## config.mk

```make
export PLATFORM = sky130hd
export DESIGN_NAME = uart_rx_tx_ring_fifo_flat
export DESIGN_NICKNAME = d
export VERILOG_FILES = /design/src/sv/urtf_pkg.sv /design/src/sv/urtf_if.sv /design/src/sv/uart_rx_tx_ring_fifo.sv /design/src/sv/urtf_ring.sv /design/src/flat_wrapper.sv
export SDC_FILE = /design/constraint.sdc
export NUM_CORES = 1
export LEC_CHECK = 0
export BUFFER_PORTS_ARGS = -buffer_cell sky130_fd_sc_hd__buf_4
export CAP_MARGIN = 20
export CORE_MARGIN = 2
export CORE_UTILIZATION = 32
export CTS_BUF_LIST = sky130_fd_sc_hd__clkbuf_4 sky130_fd_sc_hd__clkbuf_8
export CTS_CLUSTER_DIAMETER = 40
export CTS_CLUSTER_SIZE = 10
export DETAILED_ROUTE_END_ITERATION = 7
export GPL_TIMING_DRIVEN = 0
export PLACE_DENSITY = 0.46
export SKIP_CTS_REPAIR_TIMING = 1
export SLEW_MARGIN = 10
export SYNTH_ARGS = -nofsm -noshare
export SYNTH_HDL_FRONTEND = slang
export SYNTH_SLANG_ARGS = --single-unit
```

## constraint.sdc

```tcl
create_clock -name clk_i -period 7.7 [get_ports clk_i]
set_input_delay 0 -clock clk_i [delete_from_list [all_inputs] [get_ports clk_i]]
set_output_delay 0 -clock clk_i [all_outputs]
set_load 0.05 [all_outputs]
```

## src/sv/urtf_pkg.sv

```systemverilog
// ----------------------------------------------------------------------------
// urtf_pkg
// Shared constants and types for the UART receive/transmit ring FIFO block.
// ----------------------------------------------------------------------------
package urtf_pkg;

  // default number of slots per ring (one slot always stays free)
  localparam int unsigned RING_DEPTH_DFLT = 64;

  // payload widths
  localparam int unsigned CMD_W   = 3;
  localparam int unsigned BYTE_W  = 8;
  localparam int unsigned STS_W   = 2;
  localparam int unsigned LEVEL_W = 6;

  // event codes
  localparam logic [CMD_W-1:0] CMD_RX_BYTE    = 3'd0;
  localparam logic [CMD_W-1:0] CMD_HOST_READ  = 3'd1;
  localparam logic [CMD_W-1:0] CMD_HOST_PEEK  = 3'd2;
  localparam logic [CMD_W-1:0] CMD_HOST_WRITE = 3'd3;
  localparam logic [CMD_W-1:0] CMD_TX_READY   = 3'd4;
  localparam logic [CMD_W-1:0] CMD_FLUSH      = 3'd5;

  // status codes
  localparam logic [STS_W-1:0] STS_OK      = 2'd0;
  localparam logic [STS_W-1:0] STS_RX_DROP = 2'd1;
  localparam logic [STS_W-1:0] STS_TX_FULL = 2'd2;
  localparam logic [STS_W-1:0] STS_EMPTY   = 2'd3;

  // control of one ring for one transaction
  typedef struct packed {
    logic              push;
    logic              pop;
    logic              rd_en;
    logic              flush;
    logic [BYTE_W-1:0] wdata;
  } ring_ctl_t;

  // status of one ring
  typedef struct packed {
    logic               empty;
    logic               full;
    logic [LEVEL_W-1:0] level;
  } ring_sts_t;

endpackage

```

## src/sv/urtf_if.sv

```systemverilog
// ----------------------------------------------------------------------------
// urtf_if
// Valid/ready channels for events into and results out of the ring FIFOs.
// ----------------------------------------------------------------------------
interface urtf_req_if;
  import urtf_pkg::*;

  logic              valid;
  logic              ready;
  logic [CMD_W-1:0]  cmd;
  logic [BYTE_W-1:0] data_in;

  modport source (output valid, output cmd, output data_in, input ready);
  modport sink   (input valid, input cmd, input data_in, output ready);
endinterface

interface urtf_rsp_if;
  import urtf_pkg::*;

  logic               valid;
  logic               ready;
  logic [BYTE_W-1:0]  data_out;
  logic               data_valid;
  logic [STS_W-1:0]   status;
  logic [LEVEL_W-1:0] rx_level;
  logic [LEVEL_W-1:0] tx_level;
  logic               tx_irq_enabled;

  modport source (output valid, output data_out, output data_valid, output status,
                  output rx_level, output tx_level, output tx_irq_enabled,
                  input ready);
  modport sink   (input valid, input data_out, input data_valid, input status,
                  input rx_level, input tx_level, input tx_irq_enabled,
                  output ready);
endinterface

```

## src/sv/uart_rx_tx_ring_fifo.sv

```systemverilog
// ----------------------------------------------------------------------------
// uart_rx_tx_ring_fifo
// Receive and transmit ring FIFOs of one UART channel, one event per transaction.
// ----------------------------------------------------------------------------
// Usage: each event on req_i (cmd, data_in) gives exactly one result on rsp_o.
// Events: byte received, host read, host peek, host write, transmitter ready
// and flush of the receive ring. Results carry the byte read (data_out,
// data_valid), a status code and both fill levels plus the transmit
// interrupt enable as they stand after the event.
// The event is decoded and the rings updated at the accepting edge, and the
// result sits in the output register in the following cycle.
// Throughput is one event per cycle while rsp_o.ready stays high; each ring
// has a single read port with registered read data.
// req_i.ready is high while the output register is empty or being taken, so
// a stalled receiver holds the result and blocks further events.
// Reset clears the pointers and the interrupt enable; the ring stores are
// not cleared and need no clearing pass.
// ----------------------------------------------------------------------------
module uart_rx_tx_ring_fifo #(
  parameter int unsigned RING_DEPTH = urtf_pkg::RING_DEPTH_DFLT
) (
  input  logic       clk_i,
  input  logic       rst_ni,
  urtf_req_if.sink   req_i,
  urtf_rsp_if.source rsp_o
);
  import urtf_pkg::*;

  ring_ctl_t        rx_ctl, tx_ctl;
  ring_sts_t        rx_sts, tx_sts;
  logic [BYTE_W-1:0] rx_rdata, tx_rdata;

  logic             accept;
  logic             out_vld_q;
  logic             dvalid_d, dvalid_q;
  logic             sel_tx_d, sel_tx_q;
  logic [STS_W-1:0] status_d, status_q;
  logic             irq_d, irq_q;

  assign req_i.ready = !out_vld_q || rsp_o.ready;
  assign accept      = req_i.valid && req_i.ready;

  // event decode
  always_comb begin
    rx_ctl       = '0;
    tx_ctl       = '0;
    rx_ctl.wdata = req_i.data_in;
    tx_ctl.wdata = req_i.data_in;
    dvalid_d     = 1'b0;
    sel_tx_d     = 1'b0;
    status_d     = STS_OK;
    irq_d        = irq_q;
    if (accept) begin
      unique case (req_i.cmd) inside
        CMD_RX_BYTE: begin
          if (rx_sts.full) status_d = STS_RX_DROP;
          else rx_ctl.push = 1'b1;
        end
        CMD_HOST_READ, CMD_HOST_PEEK: begin
          if (rx_sts.empty) begin
            status_d = STS_EMPTY;
          end else begin
            dvalid_d     = 1'b1;
            rx_ctl.rd_en = 1'b1;
            rx_ctl.pop   = (req_i.cmd == CMD_HOST_READ);
          end
        end
        CMD_HOST_WRITE: begin
          if (tx_sts.full) begin
            status_d = STS_TX_FULL;
          end else begin
            tx_ctl.push = 1'b1;
            irq_d       = 1'b1;
          end
        end
        CMD_TX_READY: begin
          if (tx_sts.empty) begin
            irq_d    = 1'b0;
            status_d = STS_EMPTY;
          end else begin
            dvalid_d     = 1'b1;
            sel_tx_d     = 1'b1;
            tx_ctl.rd_en = 1'b1;
            tx_ctl.pop   = 1'b1;
          end
        end
        CMD_FLUSH: rx_ctl.flush = 1'b1;
        default: ;
      endcase
    end
  end

  urtf_ring #(.DEPTH(RING_DEPTH)) u_rx_ring (
    .clk_i   (clk_i),
    .rst_ni  (rst_ni),
    .ctl_i   (rx_ctl),
    .sts_o   (rx_sts),
    .rdata_o (rx_rdata)
  );

  urtf_ring #(.DEPTH(RING_DEPTH)) u_tx_ring (
    .clk_i   (clk_i),
    .rst_ni  (rst_ni),
    .ctl_i   (tx_ctl),
    .sts_o   (tx_sts),
    .rdata_o (tx_rdata)
  );

  // control state
  always_ff @(posedge clk_i or negedge rst_ni) begin
    if (!rst_ni) begin
      out_vld_q <= 1'b0;
      irq_q     <= 1'b0;
    end else begin
      irq_q <= irq_d;
      if (accept) out_vld_q <= 1'b1;
      else if (rsp_o.ready) out_vld_q <= 1'b0;
    end
  end

  // result register
  always_ff @(posedge clk_i) begin
    if (accept) begin
      dvalid_q <= dvalid_d;
      sel_tx_q <= sel_tx_d;
      status_q <= status_d;
    end
  end

  // result drive; levels and enable are state that only moves on accept
  assign rsp_o.valid          = out_vld_q;
  assign rsp_o.data_out       = dvalid_q ? (sel_tx_q ? tx_rdata : rx_rdata) : '0;
  assign rsp_o.data_valid     = dvalid_q;
  assign rsp_o.status         = status_q;
  assign rsp_o.rx_level       = rx_sts.level;
  assign rsp_o.tx_level       = tx_sts.level;
  assign rsp_o.tx_irq_enabled = irq_q;

endmodule

```

## src/sv/urtf_ring.sv

```systemverilog
// ----------------------------------------------------------------------------
// urtf_ring
// One ring FIFO: byte store, head and tail pointers, registered read port.
// ----------------------------------------------------------------------------
module urtf_ring #(
  parameter int unsigned DEPTH = urtf_pkg::RING_DEPTH_DFLT
) (
  input  logic                         clk_i,
  input  logic                         rst_ni,
  input  urtf_pkg::ring_ctl_t          ctl_i,
  output urtf_pkg::ring_sts_t          sts_o,
  output logic [urtf_pkg::BYTE_W-1:0]  rdata_o
);
  import urtf_pkg::*;

  localparam int unsigned PTR_W = $clog2(DEPTH);
  localparam logic [PTR_W-1:0] PTR_LAST = PTR_W'(DEPTH - 1);
  localparam logic [PTR_W:0]   DEPTH_EXT = (PTR_W + 1)'(DEPTH);

  logic [BYTE_W-1:0] mem_q [DEPTH];
  logic [BYTE_W-1:0] rdata_q;
  logic [PTR_W-1:0]  head_q, head_d, head_nxt;
  logic [PTR_W-1:0]  tail_q, tail_d, tail_nxt;
  logic [PTR_W:0]    level;

  // wrap-around increment
  assign head_nxt = (head_q == PTR_LAST) ? '0 : head_q + 1'b1;
  assign tail_nxt = (tail_q == PTR_LAST) ? '0 : tail_q + 1'b1;

  // pointer update
  always_comb begin
    head_d = head_q;
    tail_d = tail_q;
    if (ctl_i.flush) begin
      head_d = '0;
      tail_d = '0;
    end else begin
      if (ctl_i.push) head_d = head_nxt;
      if (ctl_i.pop)  tail_d = tail_nxt;
    end
  end

  always_ff @(posedge clk_i or negedge rst_ni) begin
    if (!rst_ni) begin
      head_q <= '0;
      tail_q <= '0;
    end else begin
      head_q <= head_d;
      tail_q <= tail_d;
    end
  end

  // byte store, written at head, read at tail
  always_ff @(posedge clk_i) begin
    if (ctl_i.push) mem_q[head_q] <= ctl_i.wdata;
    if (ctl_i.rd_en) rdata_q <= mem_q[tail_q];
  end

  // fill level of the current pointers
  assign level = {1'b0, head_q} + ((head_q < tail_q) ? DEPTH_EXT : '0)
                 - {1'b0, tail_q};

  assign sts_o.empty = (head_q == tail_q);
  assign sts_o.full  = (head_nxt == tail_q);
  assign sts_o.level = LEVEL_W'(level);
  assign rdata_o     = rdata_q;

endmodule

```

## src/flat_wrapper.sv

```systemverilog
// flat-port wrapper written by rule: the top's interface ports become plain ports
module uart_rx_tx_ring_fifo_flat import urtf_pkg::*;
#(
  parameter int unsigned RING_DEPTH = urtf_pkg::RING_DEPTH_DFLT
)
  (clk_i, rst_ni, req_i_valid, req_i_cmd, req_i_data_in, req_i_ready, rsp_o_valid, rsp_o_data_out, rsp_o_data_valid, rsp_o_status, rsp_o_rx_level, rsp_o_tx_level, rsp_o_tx_irq_enabled, rsp_o_ready);
  urtf_req_if req_i_i ();
  urtf_rsp_if rsp_o_i ();
  input  logic clk_i;
  input  logic rst_ni;
  input wire logic [$bits(req_i_i.valid)-1:0] req_i_valid;
  input wire logic [$bits(req_i_i.cmd)-1:0] req_i_cmd;
  input wire logic [$bits(req_i_i.data_in)-1:0] req_i_data_in;
  output wire logic [$bits(req_i_i.ready)-1:0] req_i_ready;
  output wire logic [$bits(rsp_o_i.valid)-1:0] rsp_o_valid;
  output wire logic [$bits(rsp_o_i.data_out)-1:0] rsp_o_data_out;
  output wire logic [$bits(rsp_o_i.data_valid)-1:0] rsp_o_data_valid;
  output wire logic [$bits(rsp_o_i.status)-1:0] rsp_o_status;
  output wire logic [$bits(rsp_o_i.rx_level)-1:0] rsp_o_rx_level;
  output wire logic [$bits(rsp_o_i.tx_level)-1:0] rsp_o_tx_level;
  output wire logic [$bits(rsp_o_i.tx_irq_enabled)-1:0] rsp_o_tx_irq_enabled;
  input wire logic [$bits(rsp_o_i.ready)-1:0] rsp_o_ready;
  assign req_i_i.valid = req_i_valid;
  assign req_i_i.cmd = req_i_cmd;
  assign req_i_i.data_in = req_i_data_in;
  assign req_i_ready = req_i_i.ready;
  assign rsp_o_valid = rsp_o_i.valid;
  assign rsp_o_data_out = rsp_o_i.data_out;
  assign rsp_o_data_valid = rsp_o_i.data_valid;
  assign rsp_o_status = rsp_o_i.status;
  assign rsp_o_rx_level = rsp_o_i.rx_level;
  assign rsp_o_tx_level = rsp_o_i.tx_level;
  assign rsp_o_tx_irq_enabled = rsp_o_i.tx_irq_enabled;
  assign rsp_o_i.ready = rsp_o_ready;
  uart_rx_tx_ring_fifo #(.RING_DEPTH(RING_DEPTH)) u_core (.clk_i(clk_i), .rst_ni(rst_ni), .req_i(req_i_i), .rsp_o(rsp_o_i));
endmodule
```

==> results of run 1 <==
power groups by stage:
stage / sequential [W] / combinational (W) / clock (W)
CTS: 0.00652 / 0.00504 / 0.00463
finish: 0.00652 / 0.00497 / 0.00450
detailed placement: 0.00664 / 0.00503 / 0
global placement: 0.00665 / 0.00499 / 0
floorplan: 0.00663 / 0.00324 / 0
global route: 0.00652 / 0.00525 / 0.00487
how the worst max path moves through the flow:
| stage | end | from | slack (ns) | depth (start not counted) |
|---|---|---|---|---|
| after floorplan | u_core.u_tx_ring.mem_q[11][0] | u_core.rsp_o.valid | 4.18 | 6 |
| after global placement | u_core.u_tx_ring.tail_q[3] | u_core.u_tx_ring.tail_q[1] | 2.86 | 13 |
| after detailed placement | u_core.u_tx_ring.tail_q[4] | u_core.u_tx_ring.tail_q[1] | 3.36 | 13 |
| after CTS | rsp_o_tx_level[5] | u_core.u_tx_ring.tail_q[1] | 2.57 | 14 |
| after global routing | rsp_o_tx_level[5] | u_core.u_tx_ring.tail_q[1] | 2.40 | 14 |
| final | rsp_o_tx_level[5] | u_core.u_tx_ring.tail_q[1] | 2.66 | 14 |
state kept, by name, summed over array words and instances (netlist names):
| signal | flops |
|---|---|
| u_core.rsp_o.data_valid | 1 |
| u_core.rsp_o.status | 2 |
| u_core.rsp_o.tx_irq_enabled | 1 |
| u_core.rsp_o.valid | 1 |
| u_core.sel_tx_q | 1 |
| u_core.u_rx_ring.head_q | 6 |
| u_core.u_rx_ring.mem_q | 512 |
| u_core.u_rx_ring.rdata_o | 8 |
| u_core.u_rx_ring.tail_q | 6 |
| u_core.u_tx_ring.head_q | 6 |
| u_core.u_tx_ring.mem_q | 512 |
| u_core.u_tx_ring.rdata_o | 8 |
| u_core.u_tx_ring.tail_q | 6 |
layout make-up:
class / count / area [µm²]
buffer: 120 / 579
fill: 12200 / 84200
inverter: 24 / 90.1
clock buffer: 178 / 2310
tap: 1768 / 2210
antenna: 2 / 5.00
timing repair buffer: 73 / 744
multi-input combinational: 826 / 10100
clock inverter: 71 / 641
sequential: 1070 / 32000
layout by cell type (no fill, tap or decap), types with 16 or more instances in the layout:
| cell type | instances |
|---|---|
| clkinv_1 | 18 |
| nor2_1 | 134 |
| clkbuf_4 | 23 |
| buf_1 | 17 |
| clkinvlp_4 | 16 |
| dlygate4sd3_1 | 18 |
| buf_2 | 50 |
| inv_1 | 21 |
| clkbuf_1 | 41 |
| o21ai_0 | 16 |
| xnor2_1 | 18 |
| nand2_1 | 94 |
| nand3_1 | 41 |
| buf_4 | 46 |
| clkbuf_8 | 155 |
| edfxtp_1 | 1044 |
| clkinv_2 | 18 |
| dfrtp_1 | 26 |
| mux4_2 | 310 |
worst register-to-register path, cell delays in order (launching register included):
cell and delay, ns:
dfrtp_1 0.39, clkbuf_1 0.27, buf_2 0.43, buf_2 0.44
buf_2 0.40, inv_1 0.13, clkbuf_1 0.37, ha_1 0.43
nand2_1 0.18, nor3_1 0.09, nand2_1 0.13, o31a_1 0.37
o41ai_1 0.13, dlygate4sd3_1 0.58
through the flow:
stage	utilization (%)	power [W]	instance area [µm²]	setup slack (ns)	instances
finish	36.6	0.0160	48700	2.66	4132
global route	36.6	0.0166	48700	2.40	4131
CTS	36.4	0.0162	48400	2.57	4108
detailed placement	34.2	0.0117	45500	3.36	3859
global placement	34.0	0.0116	45200	2.86	3845
floorplan	-	0.00986	42700	4.18	2040
metal layers:
layer | GRT usage [%] | share of wire (%) | vias to the layer above
met3 | 3.38 | 5.5 | 168
met5 | 0 | 0.012 | -
met2 | 27.0 | 49 | 647
met4 | 4.58 | 2.1 | 2
li1 | - | - | 8916
met1 | 22.4 | 43 | 11300
logic make-up (layout without fill, tap and decap cells):
group           count (synthesis)  in the layout  share of synthesized area, %
flops                        1070           1070                          74.9
compound gates                102            102                          1.97
mux                           323            323                          16.7
buf+inv                       144            466                          1.57
fa+ha+maj                      16             16                         0.504
other cells                     0              2                             0
xor+xnor                       29             29                         0.595
simple gates                  356            356                          3.79
==> metrics.md, run 1 <==
| Metric | Value |
|---|---|
| Fin. max-slew vios | 0 |
| Avg Vias per Cell | 5.08 |
| Number of synthesized flops with an enable pin | 1,044 |
| Worst-Margin Slew | 1.17 ns |
| Outcome | complete, no violations |
| Mapped cell area | 0.0427 mm² |
| CP arrival | 5.04 ns |
| Ys Warns | 0 |
| Reg2reg setup slack | 3.10 ns |
| Clock latency on the worst-skew pair | 0.86 ns |
| Count leader, synth | edfxtp_1 |
| Max clock buf depth | 3 |
| Detailed Routing Iterations Pass 1 | 5 |
| Ys async rst share | under 10% |
| Worst Path Max Fanout | 10 |
| Crit path kind | reg -> out |
| Hold_ws | 0.125 ns |
| I/O Pins | 41 |
| Post-DP HPWL | 71,000 µm |
| Hold Crit Class | in -> reg |
| Post-route ant nets | 0 |
| Area grow syn2layout | 14.0% |
| Core Footprint | 0.133 mm² |
| Max Cap Violations | 0 |
| Maximum VDD drop | roughly 0.37 mV |
| Tmin final | 5.04 ns |
| GPL Wtd Cong | between 0.8 and 0.9 |
| Clk pwr share | 28.2% |
| HP Start | req_i_data_in[5] |
| Synthesized flop and latch total | 1,070 |
| CP Capture Type | output port |
| Final Skew | 0.0412 ns |
| Cell taking the most area after synthesis | edfxtp_1 |
| RSZ-0062 raised after global routing | no |
| TritonCTS clock tree | yes |
| Initial core utilization | approximately a third |
| Die extent in x | 369 µm |
| CP peak stage delay | around 0.43 ns |
| Internal Power | 0.0108 W |
| Final Hold Fails | 0 |
| Top FF cell, synth | edfxtp_1 |
| Slowest CP cell | buf_2 |
| Final period util | about 65% |
| Worst Hold Endpoint | u_core.u_rx_ring.mem_q[8][5] |
| Row count | 134 |
| Clock slew at reported path FFs | 0.06 ns |
| Most frequent CP cell | buf_2 |
| Pwr dens | about 330 mW/mm² |
| Max Clk Rate | 199 MHz |
| Num CTS Buffers | 149 |
| DR vias | 21,000 |
| DR WL/cell | 27.2 µm |
| Worst reg-to-reg path cell count | 13 |
| Post-Syn Instances | 2,040 |
| Yosys top cell area share | approximately three quarters |
| Commonest cells in the netlist | edfxtp_1, mux4_2, nor2_1, nand2_1, buf_2 |
| Die Y | 369 µm |
| Synth cell types | 64 |
| Layout cells sized above 1 | 29.2% |
| Crit-path leading delay family | buffers and inverters |
| Port Buffer Count | 37 |
| Power share of the sequential group | between 40% and 50% |
| Initial antenna violation count | 4 |
| Mean Syn Cell Area | 20.9 µm² |
| Vias in the first global route | 21,800 |
| Detailed Route WL | about 110,000 µm |
| R2r startpoint | u_core.u_tx_ring.tail_q[1] |
| Cell count of the worst hold path | 2 |
| Root buffer cell | clkbuf_8 |
| Power share of the combinational group | 31.1% |
| Overflow after GRT | 0 |
| # DRC | 0 |
| Iter 0 DRT Violations | between 2,000 and 2,500 |
| Setup TNS | 0 ns |
| CP cell instances | clkbuf_1, buf_2, buf_2, buf_2, inv_1, clkbuf_1, ha_1, nor2b_1, o21ai_0, nand2b_1, a21o_1, a21oi_1, xor2_1, buf_4 |
| Syn Nets | approximately 2,100 |
| # clock sinks | 1,070 |
| Die area | 0.136 mm² |
| CP Launch Type | register |
| CP required | 7.70 ns |
| First-pass GRT wire length | 160,000 µm |
| Sw Share | 32.6% |
| Pin count of the biggest net entering global routing | about 130 |
| H-tree depth | 4 |
| Sw Pwr | 0.00521 W |
| CP bufs+invs | 7 |
| Rel. slew slack | a little over a fifth |
| Final setup fails | 0 |
| Post-synthesis sequential area ratio | 74.9% |
| Synth top area cells | edfxtp_1, mux4_2, dfrtp_1 |
| Reg-to-reg endpoint | u_core.rsp_o.status[0] |
| Final net count | between 2,000 and 2,500 |
| Static Leak | 15.0 nW |
| GRT Total Usage | between 10% and 20% |
Power figures use the tool's default switching activity.
==> run 2, diff against run 1 <==
- PLACE_DENSITY: 0.46 -> 0.48
- clock period: 7.7 -> 4.2 ns (I/O delays scaled with it)
==> run 2 against run 1 <==
Against the previous run: sequential power rose by 83%; wire length fell by 1.2%; design area fell by 0.24%; worst setup slack got worse by 2.4 ns; power rose by 82%; sequential cell count did not move; combinational power rose by 82%; highest routed layer is now met4.
==> metrics.md, run 2 (synthesis gave the netlist of run 1 again) <==
| Metric | Value |
|---|---|
| Die Y | 369 µm (unchanged) |
| Largest registers | u_core.u_rx_ring.mem_q (512), u_core.u_tx_ring.mem_q (512) (unchanged) |
| Avg Vias per Cell | 5.11 (was 5.08) |
| Detailed Routing Iterations Pass 1 | 6 (was 5) |
| RSZ-0062 raised after global routing | yes (was no) |
| GPL Wtd Cong | 0.889 (was 0.891) |
| Worst-Margin Slew | 1.17 ns (about the same) |
| Layout cells sized above 1 | 28.9% (was 29.2%) |
| Root buffer cell | clkbuf_8 (unchanged) |
| Power share of the sequential group | 41.0% (was 40.8%) |
| Iter 0 DRT Violations | 2,003 (was 2,189) |
| Final net count | 2,288 (was 2,295) |
| # clock sinks | 1,070 (unchanged) |
| Rel. slew slack | 22.1% (was 22.0%) |
| CP Capture Type | output port (unchanged) |
| Max clock buf depth | 3 (unchanged) |
| FF+latch area | 0.0320 mm² (unchanged) |
| Detailed Route WL | 111,000 µm (was 112,000 µm) |
| Num CTS Buffers | 149 (unchanged) |
| Pwr dens | 600 mW/mm² (was 328 mW/mm²) |
| TritonCTS clock tree | yes (unchanged) |
| Clk pwr share | 28.0% (was 28.2%) |
| Internal Power | 0.0197 W (was 0.0108 W) |
| Static Leak | 14.9 nW (was 15.0 nW) |
| DR WL/cell | 26.9 µm (was 27.2 µm) |
| Crit path kind | reg -> out (unchanged) |
| Setup crit start | u_core.u_tx_ring.tail_q[1] (unchanged) |
| Port Buffer Count | 37 (unchanged) |
| Grt peak-use layer | met2 (unchanged) |
| Cell count after placement | 3,857 (was 3,859) |
| Post-route ant nets | 0 (unchanged) |
| Vias in the first global route | 21,900 (was 21,800) |
| Dpl ws | -0.368 ns (was 3.36 ns) |
| Final period util | a little over nine tenths |
| Pin count of the biggest net entering global routing | 129 (unchanged) |
| Initial antenna violation count | 2 (was 4) |
| Fillers | 12,200 (about the same) |
| GRT Total Usage | 16.3% (was 16.5%) |
| Clock slew at reported path FFs | 0.07 ns (was 0.06 ns) |
| I/O Pins | 41 (unchanged) |
| Final setup fails | 0 (unchanged) |
| Most frequent cells in the layout | edfxtp_1, mux4_2, clkbuf_8 (unchanged) |
| Post-DP HPWL | 69,400 µm (was 71,000 µm) |
| Fin. max-slew vios | 0 (unchanged) |
| Die area | 0.136 mm² (unchanged) |
| R2r startpoint | u_core.u_tx_ring.tail_q[1] (unchanged) |
| Sw Pwr | 0.00949 W (was 0.00521 W) |
| Final Hold Fails | 0 (unchanged) |
| Hold Crit Class | in -> reg (unchanged) |
| Final Skew | 0.0303 ns (was 0.0412 ns) |
| Non-Filler Instances | 4,128 (was 4,132) |
| Worst Path Max Fanout | 19 (was 10) |
| Outcome | complete, no violations (unchanged) |
| Area grow syn2layout | 13.8% (was 14.0%) |
| # DRC | 0 (unchanged) |
| Maximum VDD drop | 1.04 mV (was 0.372 mV) |
| Overflow after GRT | 0 (unchanged) |
| Met1 usage | 22.1% (was 22.4%) |
| Clock latency on the worst-skew pair | 0.85 ns (was 0.86 ns) |
| Reg-to-reg endpoint | u_core.rsp_o.status[0] (unchanged) |
| Tmin final | roughly 4.0 ns |
| First-pass GRT wire length | 159,000 µm (was 160,000 µm) |
| Max Clk Rate | approximately 250 MHz |
| DR vias | 21,100 (was 21,000) |
| CP Launch Type | register (unchanged) |
| Row count | 134 (unchanged) |
| Leading cell type in the layout, fill and taps excluded | edfxtp_1 (unchanged) |
| CP arrival | 3.95 ns (was 5.04 ns) |
| Reg2reg setup slack | 0.29 ns (was 3.10 ns) |
| Multi-input gate area | 0.0101 mm² (about the same) |
| Core Footprint | 0.133 mm² (unchanged) |
| Max Cap Violations | 0 (unchanged) |
| Critical Path End | rsp_o_tx_level[5] (unchanged) |
| CP required | 4.20 ns (was 7.70 ns) |
| Worst reg-to-reg path cell count | 12 (was 13) |
| Die extent in x | 369 µm (unchanged) |
| Power share of the combinational group | 31.1% (about the same) |
| H-tree depth | 4 (unchanged) |
| Met3 Use GR | 3.50% (was 3.38%) |
| M2 GR Usage | 26.2% (was 27.0%) |
| Initial core utilization | 32.1% (unchanged) |
| Worst setup margin | 0.250 ns (was 2.66 ns) |
| Sw Share | 32.5% (was 32.6%) |
run 2: layer usage:
metal  share of wire [%]  vias to the layer above  routed length [µm]
met3                 5.8                      180                6490
met1                  43                    11400               48200
met2                  48                      667               53600
met4                 2.5                        0                2750
li1                    -                     8894                   -
met5                   0                        -                   0
run 2: critical path: stages, from the launching register on:
cell        delay, ns
dfrtp_1          0.40
clkbuf_1         0.25
buf_6            0.33
clkbuf_4         0.34
clkinvlp_4       0.16
buf_12           0.17
ha_1             0.28
nor2b_1          0.13
o21ai_0          0.14
nand2b_1         0.10
a21o_1           0.19
a21oi_1          0.16
xor2_1           0.19
buf_4            0.23
run 2: cell type report:
class	count	area share (%)
antenna	5	0.0257
buffer	114	1.16
clock buffer	175	4.69
clock inverter	74	1.30
inverter	24	0.201
multi-input combinational	826	20.8
sequential	1070	65.9
tap	1768	4.55
timing repair buffer	72	1.37
run 2: how the worst min path moves through the flow:
stage                            from  slack, ns                          end  cells after the start
after floorplan                rst_ni      -0.30  u_core.rsp_o.tx_irq_enabled                      0
after global placement         rst_ni      -0.02   u_core.u_tx_ring.head_q[2]                      1
after detailed placement       rst_ni      -0.01  u_core.rsp_o.tx_irq_enabled                      1
after CTS                      rst_ni      -0.96  u_core.rsp_o.tx_irq_enabled                      1
after global routing      rsp_o_ready      0.002           u_core.rsp_o.valid                      4
final                     rsp_o_ready       0.02           u_core.rsp_o.valid                      4
run 2: power groups by stage:
stage / clock network [W] / registers, W / logic [W]
after detailed placement: 0 / 0.0122 / 0.00912
after global placement: 0 / 0.0122 / 0.00906
after CTS: 0.00839 / 0.0119 / 0.00915
after global routing: 0.00880 / 0.0119 / 0.00959
final: 0.00817 / 0.0119 / 0.00906
after floorplan: 0 / 0.0121 / 0.00594
run 2: stage by stage:
step / utilization, % / power, W / cell area (µm²) / TNS [ns] / hold WS [ns]
after floorplan: - / 0.0181 / 42700 / 0 / -0.296
after global placement: 34.0 / 0.0212 / 45200 / -5.52 / -0.0175
after detailed placement: 34.2 / 0.0213 / 45400 / -1.98 / -0.0125
after CTS: 36.4 / 0.0295 / 48300 / -3.67 / -0.965
after global routing: 36.5 / 0.0303 / 48600 / -0.0449 / 0.00156
final: 36.5 / 0.0292 / 48600 / 0 / 0.0242
